==> config.mk <==
export PLATFORM = sky130hd
export DESIGN_NAME = msq_back
export DESIGN_NICKNAME = d
export VERILOG_FILES = /design/src/rtl/msq_pkg.sv /design/src/rtl/msq_back.sv
export SDC_FILE = /design/constraint.sdc
export NUM_CORES = 1
export LEC_CHECK = 0
export BUFFER_PORTS_ARGS = -buffer_cell sky130_fd_sc_hd__buf_2
export CORE_UTILIZATION = 53
export CTS_BUF_LIST = sky130_fd_sc_hd__clkbuf_4 sky130_fd_sc_hd__clkbuf_8
export DETAILED_ROUTE_END_ITERATION = 6
export HOLD_SLACK_MARGIN = 0.03
export PLACE_DENSITY = 0.82
export SLEW_MARGIN = 20
export SYNTH_ARGS = -nofsm -noshare
export SYNTH_HDL_FRONTEND = slang
export SYNTH_SLANG_ARGS = --single-unit
==> constraint.sdc <==
create_clock -name clock -period 3.1 [get_ports clock]
set_input_delay 0.62 -clock clock [delete_from_list [all_inputs] [get_ports clock]]
set_output_delay 0.62 -clock clock [all_outputs]
set_load 0.05 [all_outputs]
==> src/rtl/msq_pkg.sv <==
// package for the marching squares segment generator
// shared types, sizes and the fixed cell-mask to segment tables; no dependencies
package msq_pkg;

   localparam int COORD_W    = 11;
   localparam int CFG_W      = 11;
   localparam int CSR_IDX_W  = 1;
   localparam int FIFO_DEPTH = 4;
   localparam int FIFO_AW    = 2;

   // register indexes of the configuration port
   localparam logic [CSR_IDX_W-1:0] CSR_IMAGE_WIDTH  = 1'b0;
   localparam logic [CSR_IDX_W-1:0] CSR_IMAGE_HEIGHT = 1'b1;

   localparam logic [CFG_W-1:0] SIZE_RESET = 11'd1024;

   typedef enum logic [2:0] {
      SH_UL,
      SH_UR,
      SH_LR,
      SH_LL,
      SH_HZ,
      SH_VT
   } shape_type;

   // segment end points in doubled cell-local coordinates
   typedef struct packed {
      logic [1:0] sx;
      logic [1:0] sy;
      logic [1:0] ex;
      logic [1:0] ey;
   } points_type;

   // one cell with at least one segment, queued between front and back
   typedef struct packed {
      logic [3:0]         mask;
      logic [COORD_W-1:0] bx;
      logic [COORD_W-1:0] by;
   } cell_type;

   function automatic logic [1:0] seg_count(input logic [3:0] mask);
      logic [1:0] n;
      case (mask)
         4'd0, 4'd15: n = 2'd0;
         4'd5, 4'd10: n = 2'd2;
         default:     n = 2'd1;
      endcase
      return n;
   endfunction

   function automatic shape_type seg_shape(input logic [3:0] mask, input logic second);
      shape_type s;
      case (mask)
         4'd1, 4'd14: s = SH_UL;
         4'd2, 4'd13: s = SH_UR;
         4'd3, 4'd12: s = SH_HZ;
         4'd4, 4'd11: s = SH_LR;
         4'd5:        s = second ? SH_UR : SH_LL;
         4'd6, 4'd9:  s = SH_VT;
         4'd7, 4'd8:  s = SH_LL;
         4'd10:       s = second ? SH_LR : SH_UL;
         default:     s = SH_UL;
      endcase
      return s;
   endfunction

   function automatic points_type shape_points(input shape_type s);
      points_type p;
      case (s)
         SH_UL:   p = '{sx: 2'd0, sy: 2'd1, ex: 2'd1, ey: 2'd0};
         SH_UR:   p = '{sx: 2'd1, sy: 2'd0, ex: 2'd2, ey: 2'd1};
         SH_LR:   p = '{sx: 2'd2, sy: 2'd1, ex: 2'd1, ey: 2'd2};
         SH_LL:   p = '{sx: 2'd1, sy: 2'd2, ex: 2'd0, ey: 2'd1};
         SH_HZ:   p = '{sx: 2'd0, sy: 2'd1, ex: 2'd2, ey: 2'd1};
         SH_VT:   p = '{sx: 2'd1, sy: 2'd0, ex: 2'd1, ey: 2'd2};
         default: p = '{sx: 2'd0, sy: 2'd0, ex: 2'd0, ey: 2'd0};
      endcase
      return p;
   endfunction

endpackage

==> src/rtl/msq_back.sv <==
// back end: expands queued cells into segments into the output register
// depends on msq_pkg
module msq_back
   import msq_pkg::*;
(
   input  logic               clock,
   input  logic               reset,
   input  logic               cell_valid,
   input  cell_type           head_cell,
   output logic               pop,
   output logic               rsp_valid,
   input  logic               rsp_ready,
   output logic [COORD_W-1:0] start_x2,
   output logic [COORD_W-1:0] start_y2,
   output logic [COORD_W-1:0] end_x2,
   output logic [COORD_W-1:0] end_y2,
   output logic               last_of_cell
);

   logic               valid_ff, valid_in;
   logic               second_ff, second_in;
   logic [COORD_W-1:0] sx_ff, sy_ff, ex_ff, ey_ff;
   logic               last_ff;
   logic               load;
   logic               is_last;
   points_type         pts;

   assign load    = cell_valid && (!valid_ff || rsp_ready);
   assign is_last = second_ff || (seg_count(head_cell.mask) == 2'd1);
   assign pts     = shape_points(seg_shape(head_cell.mask, second_ff));
   assign pop     = load && is_last;

   always_comb begin
      valid_in  = valid_ff;
      second_in = second_ff;
      if (load) begin
         valid_in  = 1'b1;
         second_in = !is_last;
      end else if (rsp_ready) begin
         valid_in = 1'b0;
      end
   end

   always_ff @(posedge clock) begin
      if (reset) begin
         valid_ff  <= 1'b0;
         second_ff <= 1'b0;
      end else begin
         valid_ff  <= valid_in;
         second_ff <= second_in;
      end
   end

   always_ff @(posedge clock) begin
      if (load) begin
         sx_ff   <= head_cell.bx + COORD_W'(pts.sx);
         sy_ff   <= head_cell.by + COORD_W'(pts.sy);
         ex_ff   <= head_cell.bx + COORD_W'(pts.ex);
         ey_ff   <= head_cell.by + COORD_W'(pts.ey);
         last_ff <= is_last;
      end
   end

   assign rsp_valid    = valid_ff;
   assign start_x2     = sx_ff;
   assign start_y2     = sy_ff;
   assign end_x2       = ex_ff;
   assign end_y2       = ey_ff;
   assign last_of_cell = last_ff;

endmodule

==> impl_metrics.csv <==
group,metric,value,unit
status,status,"completed",
critical_path,endpoint_kind,"flip-flop",
critical_path,start_kind,"input port",
critical_path,critPathKind,"in2reg",
floorplanning,placementRows,24,
cts,ctsHtreeMaxLevel,2,
cts,cts_buffers,5,
critical_path,r2r_start,"second_ff",
final_layout,final_common_cell,"buf_2",
cts,clk_path_buf_depth,2,
cts,cts.reportedPaths.clkPinSlew,0.10,ns
synthesis,async_flop_share,0,%
timing,finalSetupTns,0,ns
timing,fin_worst_skew,0.01185,ns
final_layout,utilization,67.57,%
critical_path,cp.required,3.17,ns
floorplanning,core_area,0.004414,mm²
drt,routed_wl,4637,µm
floorplanning,start_util,56.26,%
critical_path,worst_r2r_endpoint,"start_x2[7]",
timing,fin_crit,2.428,ns
critical_path,rr_worst_depth,7,
min_path,min_path_cells,2,
floorplanning,die_x,70.46,µm
place,placed_cells,318,
place,gp_congestion,0.7609,
cts,cts_tree,"yes",
critical_path,crit_path_max_fanout,8,
timing,relSlewSlack,61.47,%
drt,dr.pass1.iters,4,
floorplanning,io_pins,77,
timing,rsz0062_at_grt,"no",
drt,viasPerCell,5.267,
min_path,holdCritPathClass,"in2reg",
global_routing,grt_use_total,20.35,%
final_layout,diodes,0,
critical_path,crit_arrival,2.50,ns
synthesis,avgSynthCellArea,12.42,µm²
drt,routed-via-count,1717,
cts,root_buffer,"clkbuf_8",
synthesis,synth_edf_count,45,
final_layout,stdcell_count,326,
floorplanning,chipHeight,70.46,µm
synthesis,syn_inst,200,
job,maxCapViolations,0,
synthesis,synth.yosys.warnings,0,
drt,wire_per_inst,14.22,µm
synthesis,ys_seq_elements,47,
timing,final_hold_viol_count,0,
global_routing,grt_max_degree,47,
synthesis,syn-num-nets,242,
power,p_leak,0.001259,µW
drt,drc,0,
drt,drtIter0Drc,99,
global_routing,grt.overflow.total,0,
timing,slew_violations,0,
timing,fmax,0.4118,GHz
global_routing,first_global_vias,1703,
global_routing,antenna_found_initial,0,
critical_path,r2r_setup_slack,0.95,ns
synthesis,syn-cell-area,0.002484,mm²
place,dp_hpwl,3501,µm
synthesis,ys.flop_type,"edfxtp_1",
place,port_buffers,76,
cts,clock_latency,0.30,ns
cts,post-cts-setup-buffers,0,
final_layout,layout.nets,315,
final_layout,drive_gt1_share,33.94,%
floorplanning,die_area,0.004964,mm²
global_routing,grt_pass1_wl,7769,µm
min_path,min_from,"reset",
cts,postCtsHoldBufs,0,
synthesis,ys_seq_area_share,56.02,%
final_layout,area_delta_synth_final,20.10,%
timing,finalSetupViolCount,0,
power,powerDensity,539.4,mW/mm²
timing,worst_pin_slew,0.5779,ns
timing,post-route-period-util,78.34,%
power,peakVddDrop,261.9,µV
min_path,hold-path-endpoint,"rsp_valid",
final_layout,final_cell_mix,"buf_2, edfxtp_1, xnor2_1",
drt,postRouteAntennaNets,0,
synthesis,yosysUniqueCellTypes,38,
cts,cts.sinks,47,
cts,cts_resized,0,
[state kept, by name, summed over array words and instances, names as in the netlist]
signal	count
end_y2	11
start_y2	11
last_of_cell	1
start_x2	11
rsp_valid	1
second_ff	1
end_x2	11
[worst max path at each step]
| stage | from | to |
|---|---|---|
| global placement | head_cell[24] | start_y2[8] |
| finish | head_cell[24] | start_y2[8] |
| floorplan | rsp_ready | pop |
| global route | head_cell[24] | start_y2[8] |
| detailed placement | head_cell[24] | start_y2[8] |
| CTS | head_cell[24] | start_y2[8] |
[Yosys cell counts, types with 2 or more instances]
master / n / share of area, %
xnor2_1: 20 / 7.1
nor2_1: 10 / 1.5
nand4_1: 6 / 1.5
nand3_1: 8 / 1.6
fa_1: 4 / 3.2
and2_1: 2 / 0.50
nor2b_1: 2 / 0.50
inv_1: 12 / 1.8
a21oi_1: 7 / 1.4
nor3_1: 7 / 1.4
dfxtp_1: 2 / 1.6
nand2b_1: 6 / 1.5
o22ai_1: 2 / 0.50
a21o_1: 4 / 1.2
ha_1: 8 / 4.0
edfxtp_1: 45 / 54
nand2_1: 11 / 1.7
a32oi_1: 2 / 0.71
xor2_1: 18 / 6.3
clkbuf_2: 2 / 0.40
buf_2: 5 / 1.0
[through the flow]
stage | cell area (µm²) | power, µW | setup WS, ns | hold WS, ns
after global routing | 2983 | 1671 | 0.5861 | 0.4879
after global placement | 2867 | 1160 | 0.3780 | 0.4995
after CTS | 2983 | 1627 | 0.6759 | 0.4824
final | 2983 | 1609 | 0.6716 | 0.4899
after floorplan | 2484 | 1075 | 0.02685 | 0.4933
after detailed placement | 2867 | 1171 | 0.3620 | 0.5134
[worst max-delay path: stages]
cell	delay (ns)
buf_2	0.14
nand2b_1	0.18
o21ai_0	0.22
a21o_1	0.12
ha_1	0.17
inv_1	0.06
fa_1	0.46
or3_1	0.42
xnor2_1	0.13
[routing by layer]
layer	vias up	global-route usage [%]	part of all wire (%)
met4	0	6.667	1.5
met5	-	0	0
li1	848	-	-
met3	7	5.916	6.9
met1	805	22.79	40
met2	57	36.72	51
[where the power goes]
| group | total (µW) | internal, µW | switching [µW] |
|---|---|---|---|
| combinational | 384 | 100 | 284 |
| sequential | 769 | 757 | 12.2 |
| clock | 455 | 244 | 211 |
[logic make-up (layout without fill, tap and decap cells)]
logic type,after synthesis,after routing,synth area share [%]
simple gates,62,62,13.80
flops,47,47,56.02
xor+xnor,38,38,13.40
buf+inv,23,97,4.685
compound gates,18,18,4.836
fa+ha+maj,12,12,7.255
[area by class of cell]
type / count / area [µm²]
clock buffer: 5 / 68.82
clock inverter: 3 / 47.55
fill: 338 / 1431
inverter: 12 / 45.04
multi-input combinational: 130 / 977.2
sequential: 47 / 1391
tap: 52 / 65.06
timing repair buffer: 77 / 387.9
Note: power is estimated with default switching activity, not from simulation.
