$ cat config.mk
export PLATFORM = sky130hd
export DESIGN_NAME = msq_fifo
export DESIGN_NICKNAME = d
export VERILOG_FILES = /design/src/rtl/msq_pkg.sv /design/src/rtl/msq_fifo.sv
export SDC_FILE = /design/constraint.sdc
export NUM_CORES = 1
export LEC_CHECK = 0
export BUFFER_PORTS_ARGS = -buffer_cell sky130_fd_sc_hd__buf_2
export CAP_MARGIN = 20
export CELL_PAD_IN_SITES_DETAIL_PLACEMENT = 1
export CELL_PAD_IN_SITES_GLOBAL_PLACEMENT = 2
export CORE_ASPECT_RATIO = 1.1
export CORE_MARGIN = 1.5
export CORE_UTILIZATION = 25
export CTS_CLUSTER_SIZE = 20
export DETAILED_ROUTE_END_ITERATION = 12
export HOLD_SLACK_MARGIN = 0.02
export PLACE_DENSITY_LB_ADDON = 0.08
export SLEW_MARGIN = 30
export SYNTH_ARGS = -nofsm -noshare
export SYNTH_HDL_FRONTEND = slang
export SYNTH_SLANG_ARGS = --single-unit
$ cat constraint.sdc
create_clock -name clock -period 2.2 [get_ports clock]
set_clock_uncertainty 0.1 [all_clocks]
set_input_delay 0.22 -clock clock [delete_from_list [all_inputs] [get_ports clock]]
set_output_delay 0.22 -clock clock [all_outputs]
set_load 0.02 [all_outputs]
$ cat src/rtl/msq_pkg.sv
// package for the marching squares segment generator
// shared types, sizes and the fixed cell-mask to segment tables; no dependencies
package msq_pkg;

   localparam int COORD_W    = 11;
   localparam int CFG_W      = 11;
   localparam int CSR_IDX_W  = 1;
   localparam int FIFO_DEPTH = 4;
   localparam int FIFO_AW    = 2;

   // register indexes of the configuration port
   localparam logic [CSR_IDX_W-1:0] CSR_IMAGE_WIDTH  = 1'b0;
   localparam logic [CSR_IDX_W-1:0] CSR_IMAGE_HEIGHT = 1'b1;

   localparam logic [CFG_W-1:0] SIZE_RESET = 11'd1024;

   typedef enum logic [2:0] {
      SH_UL,
      SH_UR,
      SH_LR,
      SH_LL,
      SH_HZ,
      SH_VT
   } shape_type;

   // segment end points in doubled cell-local coordinates
   typedef struct packed {
      logic [1:0] sx;
      logic [1:0] sy;
      logic [1:0] ex;
      logic [1:0] ey;
   } points_type;

   // one cell with at least one segment, queued between front and back
   typedef struct packed {
      logic [3:0]         mask;
      logic [COORD_W-1:0] bx;
      logic [COORD_W-1:0] by;
   } cell_type;

   function automatic logic [1:0] seg_count(input logic [3:0] mask);
      logic [1:0] n;
      case (mask)
         4'd0, 4'd15: n = 2'd0;
         4'd5, 4'd10: n = 2'd2;
         default:     n = 2'd1;
      endcase
      return n;
   endfunction

   function automatic shape_type seg_shape(input logic [3:0] mask, input logic second);
      shape_type s;
      case (mask)
         4'd1, 4'd14: s = SH_UL;
         4'd2, 4'd13: s = SH_UR;
         4'd3, 4'd12: s = SH_HZ;
         4'd4, 4'd11: s = SH_LR;
         4'd5:        s = second ? SH_UR : SH_LL;
         4'd6, 4'd9:  s = SH_VT;
         4'd7, 4'd8:  s = SH_LL;
         4'd10:       s = second ? SH_LR : SH_UL;
         default:     s = SH_UL;
      endcase
      return s;
   endfunction

   function automatic points_type shape_points(input shape_type s);
      points_type p;
      case (s)
         SH_UL:   p = '{sx: 2'd0, sy: 2'd1, ex: 2'd1, ey: 2'd0};
         SH_UR:   p = '{sx: 2'd1, sy: 2'd0, ex: 2'd2, ey: 2'd1};
         SH_LR:   p = '{sx: 2'd2, sy: 2'd1, ex: 2'd1, ey: 2'd2};
         SH_LL:   p = '{sx: 2'd1, sy: 2'd2, ex: 2'd0, ey: 2'd1};
         SH_HZ:   p = '{sx: 2'd0, sy: 2'd1, ex: 2'd2, ey: 2'd1};
         SH_VT:   p = '{sx: 2'd1, sy: 2'd0, ex: 2'd1, ey: 2'd2};
         default: p = '{sx: 2'd0, sy: 2'd0, ex: 2'd0, ey: 2'd0};
      endcase
      return p;
   endfunction

endpackage

$ cat src/rtl/msq_fifo.sv
// short cell queue between front and back
// depends on msq_pkg
module msq_fifo
   import msq_pkg::*;
(
   input  logic     clock,
   input  logic     reset,
   input  logic     push,
   input  cell_type push_cell,
   input  logic     pop,
   output logic     full,
   output logic     not_empty,
   output cell_type head
);

   cell_type             entry_ff [FIFO_DEPTH];
   logic [FIFO_AW-1:0]   wr_ptr_ff, wr_ptr_in;
   logic [FIFO_AW-1:0]   rd_ptr_ff, rd_ptr_in;
   logic [FIFO_AW:0]     count_ff, count_in;

   assign full      = (count_ff == (FIFO_AW+1)'(FIFO_DEPTH));
   assign not_empty = (count_ff != '0);
   assign head      = entry_ff[rd_ptr_ff];

   always_comb begin
      wr_ptr_in = push ? wr_ptr_ff + FIFO_AW'(1) : wr_ptr_ff;
      rd_ptr_in = pop ? rd_ptr_ff + FIFO_AW'(1) : rd_ptr_ff;
      count_in  = count_ff + (FIFO_AW+1)'(push) - (FIFO_AW+1)'(pop);
   end

   always_ff @(posedge clock) begin
      if (reset) begin
         wr_ptr_ff <= '0;
         rd_ptr_ff <= '0;
         count_ff  <= '0;
      end else begin
         wr_ptr_ff <= wr_ptr_in;
         rd_ptr_ff <= rd_ptr_in;
         count_ff  <= count_in;
      end
   end

   always_ff @(posedge clock) begin
      if (push) begin
         entry_ff[wr_ptr_ff] <= push_cell;
      end
   end

endmodule

==> impl_metrics.prom <==
# TYPE chip_impl_metric gauge
chip_impl_info{name="worst_setup_path_end_kind",value="primary output"} 1
chip_impl_metric{name="worst_r2r_path_depth",unit=""} 7
chip_impl_metric{name="floorplan.core_area",unit="um2"} 16490
chip_impl_metric{name="fmaxAchievable",unit="MHz"} 475.1
chip_impl_metric{name="area_growth",unit="%"} 31.74
chip_impl_metric{name="hold_path_depth",unit=""} 3
chip_impl_metric{name="clock_insertion_delay_worst_skew",unit="ns"} 0.40
chip_impl_metric{name="number_of_vias_per_cell",unit=""} 4.102
chip_impl_metric{name="final.min_clock_period",unit="ns"} 2.105
chip_impl_info{name="r2r_start",value="count_ff[0]$_SDFF_PP0_"} 1
chip_impl_metric{name="numCtsBuffers",unit=""} 17
chip_impl_metric{name="htreeDepth",unit=""} 4
chip_impl_metric{name="overflow",unit=""} 0
chip_impl_metric{name="synthDistinctLibCells",unit=""} 22
chip_impl_metric{name="final-instance-count-excl-fill",unit=""} 498
chip_impl_metric{name="clock_slew_at_reported_path_ffs",unit="ns"} 0.05
chip_impl_metric{name="slew_headroom",unit="%"} 48.58
chip_impl_metric{name="worst-slew-pin-transition",unit="ns"} 0.7713
chip_impl_info{name="worst-setup-path-type",value="reg -> out"} 1
chip_impl_metric{name="power.density",unit="nW/um2"} 985.8
chip_impl_metric{name="timing.final.max_slew_violations",unit=""} 0
chip_impl_metric{name="globalplace.congestion",unit=""} 0.6069
chip_impl_metric{name="postSynthNetCount",unit=""} 215
chip_impl_info{name="cp-start-kind",value="flop"} 1
chip_impl_metric{name="arr_time_crit_path",unit="ns"} 1.78
chip_impl_metric{name="total_power_consumption_of_the_routed_design",unit="mW"} 5.504
chip_impl_info{name="hp-start",value="pop"} 1
chip_impl_metric{name="starting_density",unit="%"} 25.70
chip_impl_metric{name="drt_iter0_drc",unit=""} 131
chip_impl_metric{name="row_count",unit=""} 49
chip_impl_info{name="worst_path_max_delay_cell",value="mux4_1"} 1
chip_impl_metric{name="final_util",unit="%"} 33.85
chip_impl_metric{name="largest_net_degree_at_the_start_of_global_routing",unit=""} 27
chip_impl_info{name="cts_tree",value="built"} 1
chip_impl_metric{name="fraction_of_synthesis_flops_using_an_asynchronous_set_or_reset_pin",unit="%"} 0
chip_impl_metric{name="placed_cells",unit=""} 439
chip_impl_metric{name="synthesis.area",unit="um2"} 4238
chip_impl_info{name="status",value="finished, final reports clean"} 1
chip_impl_metric{name="syn_inst",unit=""} 178
chip_impl_metric{name="dr.pass1.iters",unit=""} 3
chip_impl_metric{name="synth_edf_count",unit=""} 104
chip_impl_metric{name="leakage",unit="nW"} 1.962
chip_impl_metric{name="r2r_setup_slack",unit="ns"} 0.37
chip_impl_metric{name="route.vias.total",unit=""} 2043
chip_impl_metric{name="detailedPlacementHpwl",unit="um"} 5027
chip_impl_info{name="synth_flop_cell",value="edfxtp_1"} 1
chip_impl_metric{name="antenna-diode-count",unit=""} 0
chip_impl_metric{name="max-clock-path-buffers",unit=""} 2
chip_impl_metric{name="synth_area_per_cell",unit="um2"} 23.81
chip_impl_metric{name="wire_per_inst",unit="um"} 16.83
chip_impl_metric{name="first_pass_grt_wire_length",unit="um"} 13060
chip_impl_metric{name="setup_tns",unit="ns"} 0
chip_impl_metric{name="count_of_final_setup_violators",unit=""} 0
chip_impl_metric{name="clkSinkCount",unit=""} 113
chip_impl_metric{name="die_y",unit="um"} 139.6
chip_impl_metric{name="layout_worst_path_cycle_share",unit="%"} 95.68
chip_impl_metric{name="cp_slowest_stage_delay",unit="ns"} 0.62
chip_impl_metric{name="antenna_violating_nets_post_route",unit=""} 0
chip_impl_metric{name="cp_max_fo",unit=""} 26
chip_impl_info{name="crit-reg2reg-capture",value="count_ff[2]$_SDFF_PP0_"} 1
chip_impl_info{name="critical_path_cell_by_cell",value="buf_12 -> mux4_1 -> buf_2"} 1
chip_impl_metric{name="reported_max_cap_violation_count",unit=""} 0
chip_impl_metric{name="drc_errors",unit=""} 0
chip_impl_metric{name="required",unit="ns"} 1.88
chip_impl_metric{name="ios",unit=""} 58
chip_impl_info{name="rsz0062_at_grt",value="no"} 1
chip_impl_info{name="timing.hold.worst.class",value="in -> reg"} 1
chip_impl_info{name="root_cell_of_the_clock_tree",value="clkbuf_16"} 1
chip_impl_metric{name="power.ir.vdd_worst",unit="mV"} 0.5222
chip_impl_metric{name="yosysSeqAreaShare",unit="%"} 77.95
chip_impl_metric{name="drive_gt1_share",unit="%"} 37.41
chip_impl_metric{name="wire_length_reported_by_the_detailed_router",unit="um"} 8383
chip_impl_metric{name="die_outline_area",unit="um2"} 17740
chip_impl_metric{name="first_global_vias",unit=""} 2370
chip_impl_metric{name="final_hold_vio_count",unit=""} 0
chip_impl_metric{name="post_cts_buffers",unit=""} 0
chip_impl_metric{name="timing.hold.ws",unit="ns"} 0.03848
chip_impl_metric{name="design.final.nets",unit=""} 318
chip_impl_metric{name="antenna_found_initial",unit=""} 0
chip_impl_metric{name="track_usage",unit="%"} 10.37
chip_impl_metric{name="ys_warn_count",unit=""} 0
chip_impl_metric{name="ys_ff_latch",unit=""} 113
chip_impl_metric{name="port_buffers",unit=""} 57
chip_impl_metric{name="fp.dieW",unit="um"} 127.1
-- kinds of logic (layout without fill, tap and decap cells) --
group	count (synthesis)	after routing	share of synthesized area [%]
AOI/OAI and AO/OA	2	2	0.3542
xor gates and xnor gates	3	3	0.9743
adders and majority gates	7	7	2.244
buffers and inverters	12	128	2.096
DFF	113	113	77.95
muxes	27	27	14.59
and+or+nand+nor	14	14	1.801
-- cell usage after synthesis (2+ instances only) --
library cell	n	area (um2)
and2_1	4	25.02
buf_12	2	40.04
buf_2	2	10.01
dfxtp_1	9	180.2
edfxtp_1	104	3123
ha_1	6	75.07
inv_1	6	22.52
mux4_1	6	157.7
mux4_2	20	450.4
nor2_1	5	18.77
nor2b_1	2	12.51
xnor2_1	2	17.52
-- cells in the final DEF (no fill, tap or decap) --
master	Yosys	layout
buf_2	2	57
and2_1	4	1
bufinv_16	0	1
dfxtp_2	0	1
nand3b_1	1	1
mux4_2	20	20
fa_1	1	1
dlygate4sd3_1	0	27
ha_1	6	6
nor2b_1	2	2
mux2i_1	1	1
clkbuf_16	0	17
dfxtp_1	9	8
and2_2	0	3
a21bo_2	1	1
a21oi_1	1	1
mux4_1	6	6
inv_1	6	6
xor3_1	1	1
clkinv_2	0	4
buf_4	0	3
clkbuf_1	0	5
edfxtp_1	104	104
nor2_1	5	5
clkinv_1	0	5
or3_1	1	1
buf_12	2	3
and3_1	1	1
xnor2_1	2	2
-- flip-flops by register name, indices dropped and copies added (netlist names), named ones only --
name       cells
wr_ptr_ff      2
count_ff       3
entry_ff     104
rd_ptr_ff      2
-- worst max path at each step --
stage / from / endpoint / slack [ns] / cells past startpoint
2_1_floorplan: count_ff[0]$_SDFF_PP0_ / count_ff[2]$_SDFF_PP0_ / 0.45 / 7
3_5_place_dp: pop / count_ff[2]$_SDFF_PP0_ / 0.35 / 7
3_3_place_gp: pop / count_ff[2]$_SDFF_PP0_ / 0.36 / 7
6_report: flop / head[23] / 0.1 / 3
5_1_grt: flop / head[23] / 0.007 / 3
4_1_cts: flop / head[23] / 0.02 / 3
-- metal layers --
layer,track usage [%],part of all wire [%],vias up
met5,0,0,-
met4,4.665,1.4,0
met3,4.421,4.2,10
met2,17.48,52,44
met1,11.34,42,1049
li1,-,-,940
-- report_power, final --
part	internal [mW]	total, mW	switching (mW)
combinational	0.290	0.624	0.334
sequential	2.47	2.51	0.0360
clock	1.52	2.37	0.854
-- metrics by stage --
stage	setup slack [ns]	cell area, um2
after floorplan	0.4457	4238
after global placement	0.3635	4800
after detailed placement	0.3528	4800
after CTS	0.01554	5583
after global routing	0.006966	5583
final	0.09506	5583
-- what timing repair did --
item                       CTS  global route
hold endpoints to repair   111             0
resized for setup            0             0
setup endpoints to repair    0             0
hold buffers                27             0
-- worst max-delay path, delay by kind of cell (launching register included) --
| family | cells | cell delay [ns] |
|---|---|---|
| buffers and inverters | 2 | 0.42 |
| flip-flops | 1 | 0.33 |
| multiplexers | 1 | 0.62 |
-- final cells by class --
cell class | instances | area (um2)
repair buffers | 90 | 638.1
fillers | 1624 | 10910
inverters | 6 | 22.52
clock buffers | 22 | 444.2
well taps | 204 | 255.2
clock inverters | 10 | 68.82
flip-flops and latches | 113 | 3304
multi-input cells | 53 | 849.6
Power figures use the tool's default switching activity.
