==> config.mk <==
export PLATFORM = sky130hd
export DESIGN_NAME = msq_front
export DESIGN_NICKNAME = d
export VERILOG_FILES = /design/src/rtl/msq_pkg.sv /design/src/rtl/msq_ram.sv /design/src/rtl/msq_front.sv
export SDC_FILE = /design/constraint.sdc
export NUM_CORES = 2
export LEC_CHECK = 0
export ABC_AREA = 1
export ABC_CLOCK_PERIOD_IN_PS = 3800
export BUFFER_PORTS_ARGS = -buffer_cell sky130_fd_sc_hd__buf_4
export CAP_MARGIN = 20
export CORE_MARGIN = 8
export CORE_UTILIZATION = 58
export DETAILED_ROUTE_END_ITERATION = 6
export MAX_ROUTING_LAYER = met4
export PLACE_DENSITY = 0.75
export SETUP_SLACK_MARGIN = 0.02
export SLEW_MARGIN = 25
export SYNTH_ARGS = -nofsm -noshare
export SYNTH_HDL_FRONTEND = slang
export SYNTH_SLANG_ARGS = --single-unit
==> constraint.sdc <==
create_clock -name clock -period 3.8 [get_ports clock]
set_input_delay 0 -clock clock [delete_from_list [all_inputs] [get_ports clock]]
set_output_delay 0 -clock clock [all_outputs]
set_load 0.02 [all_outputs]
==> src/rtl/msq_pkg.sv <==
// package for the marching squares segment generator
// shared types, sizes and the fixed cell-mask to segment tables; no dependencies
package msq_pkg;

   localparam int COORD_W    = 11;
   localparam int CFG_W      = 11;
   localparam int CSR_IDX_W  = 1;
   localparam int FIFO_DEPTH = 4;
   localparam int FIFO_AW    = 2;

   // register indexes of the configuration port
   localparam logic [CSR_IDX_W-1:0] CSR_IMAGE_WIDTH  = 1'b0;
   localparam logic [CSR_IDX_W-1:0] CSR_IMAGE_HEIGHT = 1'b1;

   localparam logic [CFG_W-1:0] SIZE_RESET = 11'd1024;

   typedef enum logic [2:0] {
      SH_UL,
      SH_UR,
      SH_LR,
      SH_LL,
      SH_HZ,
      SH_VT
   } shape_type;

   // segment end points in doubled cell-local coordinates
   typedef struct packed {
      logic [1:0] sx;
      logic [1:0] sy;
      logic [1:0] ex;
      logic [1:0] ey;
   } points_type;

   // one cell with at least one segment, queued between front and back
   typedef struct packed {
      logic [3:0]         mask;
      logic [COORD_W-1:0] bx;
      logic [COORD_W-1:0] by;
   } cell_type;

   function automatic logic [1:0] seg_count(input logic [3:0] mask);
      logic [1:0] n;
      case (mask)
         4'd0, 4'd15: n = 2'd0;
         4'd5, 4'd10: n = 2'd2;
         default:     n = 2'd1;
      endcase
      return n;
   endfunction

   function automatic shape_type seg_shape(input logic [3:0] mask, input logic second);
      shape_type s;
      case (mask)
         4'd1, 4'd14: s = SH_UL;
         4'd2, 4'd13: s = SH_UR;
         4'd3, 4'd12: s = SH_HZ;
         4'd4, 4'd11: s = SH_LR;
         4'd5:        s = second ? SH_UR : SH_LL;
         4'd6, 4'd9:  s = SH_VT;
         4'd7, 4'd8:  s = SH_LL;
         4'd10:       s = second ? SH_LR : SH_UL;
         default:     s = SH_UL;
      endcase
      return s;
   endfunction

   function automatic points_type shape_points(input shape_type s);
      points_type p;
      case (s)
         SH_UL:   p = '{sx: 2'd0, sy: 2'd1, ex: 2'd1, ey: 2'd0};
         SH_UR:   p = '{sx: 2'd1, sy: 2'd0, ex: 2'd2, ey: 2'd1};
         SH_LR:   p = '{sx: 2'd2, sy: 2'd1, ex: 2'd1, ey: 2'd2};
         SH_LL:   p = '{sx: 2'd1, sy: 2'd2, ex: 2'd0, ey: 2'd1};
         SH_HZ:   p = '{sx: 2'd0, sy: 2'd1, ex: 2'd2, ey: 2'd1};
         SH_VT:   p = '{sx: 2'd1, sy: 2'd0, ex: 2'd1, ey: 2'd2};
         default: p = '{sx: 2'd0, sy: 2'd0, ex: 2'd0, ey: 2'd0};
      endcase
      return p;
   endfunction

endpackage

==> src/rtl/msq_ram.sv <==
// generic single-port-write, single-port-read ram with registered read
// no dependencies
module msq_ram #(
   parameter int WIDTH = 1,
   parameter int DEPTH = 1024
) (
   input  logic                     clock,
   input  logic                     wr_en,
   input  logic [$clog2(DEPTH)-1:0] wr_addr,
   input  logic [WIDTH-1:0]         wr_data,
   input  logic [$clog2(DEPTH)-1:0] rd_addr,
   output logic [WIDTH-1:0]         rd_data
);

   logic [WIDTH-1:0] mem [DEPTH];
   logic [WIDTH-1:0] rd_data_ff;

   always_ff @(posedge clock) begin
      if (wr_en) begin
         mem[wr_addr] <= wr_data;
      end
      rd_data_ff <= mem[rd_addr];
   end

   assign rd_data = rd_data_ff;

endmodule

==> src/rtl/msq_front.sv <==
// front end: size registers, raster counters, row store and cell mask forming
// depends on msq_pkg and msq_ram
module msq_front
   import msq_pkg::*;
#(
   parameter int MAX_WIDTH  = 1024,
   parameter int MAX_HEIGHT = 1024
) (
   input  logic                 clock,
   input  logic                 reset,
   input  logic                 req_valid,
   output logic                 req_ready,
   input  logic                 pixel_on,
   input  logic                 csr_valid,
   input  logic [CSR_IDX_W-1:0] csr_index,
   input  logic [CFG_W-1:0]     csr_data,
   input  logic                 fifo_full,
   output logic                 push,
   output cell_type             push_cell
);

   localparam int CW = $clog2(MAX_WIDTH);
   localparam int RW = $clog2(MAX_HEIGHT);
   localparam int SW = ((CW > CFG_W) ? CW : CFG_W) + 2;
   localparam logic [SW-1:0] MAX_W_S = SW'(MAX_WIDTH);
   localparam logic [SW-1:0] MAX_H_S = SW'(MAX_HEIGHT);
   localparam logic [SW-1:0] MIN_S   = SW'(2);

   logic [CFG_W-1:0] width_ff, width_in;
   logic [CFG_W-1:0] height_ff, height_in;
   logic [CW-1:0]    col_ff, col_in;
   logic [RW-1:0]    row_ff, row_in;
   logic             left_ff, left_in;
   logic             upleft_ff, upleft_in;

   logic [SW-1:0] w_eff, h_eff, w_raw, h_raw;
   logic [SW-1:0] col_next, row_next;
   logic          accept;
   logic          above;
   logic [3:0]    mask;
   logic [CW-1:0] col_m1;
   logic [RW-1:0] row_m1;

   assign req_ready = !fifo_full;
   assign accept    = req_valid && req_ready;

   // clamp the size registers to the supported range
   always_comb begin
      w_raw = SW'(width_ff);
      h_raw = SW'(height_ff);
      w_eff = (w_raw < MIN_S) ? MIN_S : ((w_raw > MAX_W_S) ? MAX_W_S : w_raw);
      h_eff = (h_raw < MIN_S) ? MIN_S : ((h_raw > MAX_H_S) ? MAX_H_S : h_raw);
   end

   always_comb begin
      width_in  = width_ff;
      height_in = height_ff;
      if (csr_valid) begin
         case (csr_index)
            CSR_IMAGE_WIDTH:  width_in  = csr_data;
            CSR_IMAGE_HEIGHT: height_in = csr_data;
            default: begin
               width_in  = width_ff;
               height_in = height_ff;
            end
         endcase
      end
   end

   // raster position
   always_comb begin
      col_next  = SW'(col_ff) + SW'(1);
      row_next  = SW'(row_ff) + SW'(1);
      col_in    = col_ff;
      row_in    = row_ff;
      left_in   = left_ff;
      upleft_in = upleft_ff;
      if (accept) begin
         left_in   = pixel_on;
         upleft_in = above;
         if (col_next >= w_eff) begin
            col_in = '0;
            row_in = (row_next >= h_eff) ? '0 : row_next[RW-1:0];
         end else begin
            col_in = col_next[CW-1:0];
         end
      end
      if (reset) begin
         col_in = '0;
         row_in = '0;
      end
   end

   always_ff @(posedge clock) begin
      if (reset) begin
         width_ff  <= SIZE_RESET;
         height_ff <= SIZE_RESET;
         col_ff    <= '0;
         row_ff    <= '0;
         left_ff   <= 1'b0;
         upleft_ff <= 1'b0;
      end else begin
         width_ff  <= width_in;
         height_ff <= height_in;
         col_ff    <= col_in;
         row_ff    <= row_in;
         left_ff   <= left_in;
         upleft_ff <= upleft_in;
      end
   end

   // read ahead at the next column so the pixel above is ready on accept
   msq_ram #(
      .WIDTH (1),
      .DEPTH (MAX_WIDTH)
   ) u_row_store (
      .clock   (clock),
      .wr_en   (accept),
      .wr_addr (col_ff),
      .wr_data (pixel_on),
      .rd_addr (col_in),
      .rd_data (above)
   );

   assign mask   = {left_ff, pixel_on, above, upleft_ff};
   assign col_m1 = col_ff - CW'(1);
   assign row_m1 = row_ff - RW'(1);

   assign push_cell = '{mask: mask,
                        bx:   COORD_W'({col_m1, 1'b0}),
                        by:   COORD_W'({row_m1, 1'b0})};
   assign push      = accept && (col_ff != '0) && (row_ff != '0) && (seg_count(mask) != 2'd0);

endmodule

==> key figures <==
Yosys
  – Cell variety after synth: between 40 and 50
  – Main combinational cell family by area after synthesis: simple AND/OR/NAND/NOR gates
  – Synth Cell Area: slightly above 0.05 mm^2
  – Synth Area in Adders: 0.723%
  – Proportion of synthesized chip area in sequential cells: between 60 and 70%
  – Mux cell area share after synthesis: 0%
  – Post-Synth XOR/XNOR Area: less than 1%
  – Synthesized instance count: between 5k and 6k
  – Yosys warns: 0
  – Post-synth top area share: around 59%
  – Cell taking the most area after synthesis: edfxtp_1
  – Number of synthesized register bits: approximately 1.1k
  – Compound-Gate Fraction of Synth Area: about 2.0%
  – Post-Synth Simple-Gate Area: 28.1%
  – Post-Syn Area per Cell: 9.27 um^2
  – Area contributors post-synth: edfxtp_1, nand3_1, nor2_1

Setup path
  – Critical Path End Type: register
  – Slowest CP cell: dfxtp_2
  – Kind of critical path: reg2reg
  – CP peak stage delay: approximately 0.34 ns
  – Worst path bufs/invs: 5
  – RR Startpoint: col_ff[3]
  – Critical path peak fanout: 7
  – Startpoint types: register
  – Critical path startpoint: col_ff[3]
  – CP top delay family: simple AND/OR/NAND/NOR gates
  – Path depth of the worst reg2reg path: 30
  – WP data arrival: 4.86 ns
  – WP data required: around 4.4 ns
  – Stages on worst setup path: 30

Clocking
  – Total CTS buffers: about 110
  – Root buf cell: clkbuf_16
  – Clk_lat worst skew: around 0.7 ns
  – CTS tree: yes
  – Max Buffers Root-to-Sink: 3
  – CTS clock-pin slew for the worst setup and hold paths: roughly 0.06 ns
  – Sink Count: 1,069
  – # H-tree levels: 3

STA
  – RSZ-0062 raised after global routing: yes
  – Clock skew after layout: approximately 0.031 ns
  – Min Tclk post-route: around 4.3 ns
  – Final worst setup slack: -0.468 ns
  – Final hold viol count: 0
  – Worst-Margin Slew: between 0.9 and 1 ns
  – FMAX: between 200 and 250 MHz
  – Final slew viol count: 0
  – Final setup vio count: 1
  – Final worst path period share: 112%
  – Headroom to the max-slew limit: roughly 36%

Place
  – RePlAce Congestion: ~0.92
  – Placed Area: between 0.05 and 0.06 mm^2
  – PortBufs: 43
  – Hpwl dp: between 90,000 and 100,000 um

Floorplan
  – Rows: 109
  – Core Area: around 0.089 mm^2
  – Initial Util: roughly three fifths
  – Die area: between 0.09 and 0.1 mm^2
  – Ports: 46
  – Die X: approximately 320 um
  – DIE HEIGHT: 315 um

GRT
  – Met1 usage: between 40% and 50%
  – Top Usage Layer GRT: met2
  – Met3 Usage GRT: under 10%
  – Vias in the first global route: 40.7k
  – Initial antenna violation count: 0
  – First-pass GRT wire length: ~240,000 um
  – Total GRT Usage: between 30% and 40%
  – GRT overflow: 0
  – Largest net degree at the start of global routing: between 200 and 250
  – Met2 Usage GRT: 50.9%

Drt
  – DRC Markers: 0
  – Avg WL per Cell: approximately 24 um
  – Initial drt markers: 7,030
  – WL final: between 150,000 and 200,000 um
  – Post-DRT Antenna Nets: 0
  – Drt first pass iters: 6
  – Routed vias/inst: 6.10
  – DR vias: 42.5k

Cells and area
  – Fillcell total: 6,482
  – Design area: roughly 0.061 mm^2
  – Layout cells sized above 1: 12.5%
  – Fin nets: ~5.8k
  – Layout area overhead: 16.9%

Power and ir drop
  – Overall power: roughly 27 mW
  – Leakage: approximately 23 nW
  – P per Cell Area: approximately 440 mW/mm^2
  – Peak VDD IR: 485 uV

Run status
  – Status: complete, but fails checks
  – Failing checks: negative setup slack

Run
  – Max Cap Viol: 0

Worst hold path
  – Launch point of the worst hold path: csr_data[9]
  – WHS Path Cells: 4
  – HP Class: in2reg
==> sequential cells by signal (all words and copies together) (netlist names) <==
| name | cells |
|---|---|
| left_ff | 1 |
| upleft_ff | 1 |
| height_ff | 11 |
| u_row_store.rd_data | 1 |
| width_ff | 11 |
| col_ff | 10 |
| row_ff | 10 |
| u_row_store.mem | 1024 |
==> tightest hold or removal path, delay by kind of cell <==
family	cells	cell delay (ns)
compound gates	1	0.07
buf+inv	2	0.63
simple gates	1	0.07
==> layer usage <==
metal  vias to the layer above  routed length [um]
met1                     20200               57900
met2                      2985               75000
met3                       624               21500
li1                      18700                   -
met4                         0               10100
met5                         -                   0
==> report_power, final <==
group          leakage (nW)  internal (mW)  switching [mW]  total (mW)
logic                  11.8           1.12            2.04        3.16
clock network          1.76           6.17            4.62        10.8
registers              9.57           12.9          0.0342        13.0
==> path summary, 6_finish.rpt <==
| kind | to | slack [ns] |
|---|---|---|
| setup / recovery | u_row_store.rd_data | -0.47 |
| hold / removal | height_ff[9] | 0.12 |
| setup reg to reg | u_row_store.rd_data | -0.47 |
| hold reg to reg | height_ff[7] | 0.51 |
==> metrics by stage <==
| stage | hold WS (ns) | utilization [%] | setup slack, ns | cells | setup TNS (ns) |
|---|---|---|---|---|---|
| global placement | 0.249 | 62.7 | -0.587 | 6686 | -0.587 |
| finish | 0.125 | 68.5 | -0.468 | 6960 | -0.468 |
| detailed placement | 0.252 | 62.7 | -0.745 | 6686 | -0.745 |
| CTS | 0.0871 | 67.6 | -0.330 | 6933 | -0.330 |
| global route | 0.139 | 68.5 | -0.625 | 6959 | -0.625 |
| floorplan | 0.0472 | - | 0.102 | 5598 | 0 |
==> Yosys cell counts (all sizes together) <==
library cell	number
ha	30
buf	260
o41ai	1
inv	529
a21oi	21
conb	1
o32ai	1
a211oi	7
xor2	26
o2111ai	7
nand3	881
nand4	2
and3	1
o211ai	76
clkbuf	201
nor4	6
nand3b	241
o21ai	45
or4	1
clkinv	3
nor3b	1
nand2	995
edfxtp	1024
a22oi	1
nor2	1158
dfxtp	45
or2	11
nor3	20
a31oi	1
a41oi	1
==> repair_timing <==
action / in CTS / in global routing
cloned: 5 / 11
setup endpoints to repair: 1 / 1
buffers inserted: 3 / 16
pin swaps: 6 / 33
resized for setup: 37 / 81
hold buffers: 41 / 0
hold endpoints to repair: 136 / 0
==> kinds of logic (layout without fill, tap and decap cells) <==
family          count (synthesis)  after routing
fa+ha+maj                      30             30
buf+inv                       993           1188
xor+xnor                       26             26
simple gates                 3317           3318
other cells                     1              3
flops                        1069           1069
compound gates                161            161
==> area by class of cell <==
class                           instances  area [um^2]  area share [%]
Tap cell                             1165         1460            2.40
Inverter                              532         2030            3.35
Clock buffer                          130         2940            4.84
Timing Repair Buffer                  458         5100            8.40
Sequential cell                      1069        31700            52.2
Clock inverter                         68          612            1.01
Antenna cell                            1         2.50         0.00412
Multi-Input combinational cell       3537        16900            27.8
==> cells in the final DEF, fill, tap and decap left out, drive strengths merged, types with 2 or more instances in the layout <==
| master | n |
|---|---|
| a211oi | 7 |
| nor4 | 6 |
| dfxtp | 45 |
| o21ai | 45 |
| clkbuf | 140 |
| ha | 30 |
| inv | 533 |
| dlygate4sd3 | 41 |
| nor3 | 20 |
| nor2 | 1158 |
| nand3b | 241 |
| clkinv | 54 |
| o2111ai | 7 |
| clkinvlp | 3 |
| a21oi | 21 |
| conb | 2 |
| nand3 | 881 |
| or2 | 11 |
| bufinv | 10 |
| nand2 | 996 |
| o211ai | 76 |
| nand4 | 2 |
| xor2 | 26 |
| edfxtp | 1024 |
| buf | 406 |
Note: power is estimated with default switching activity, not from simulation.
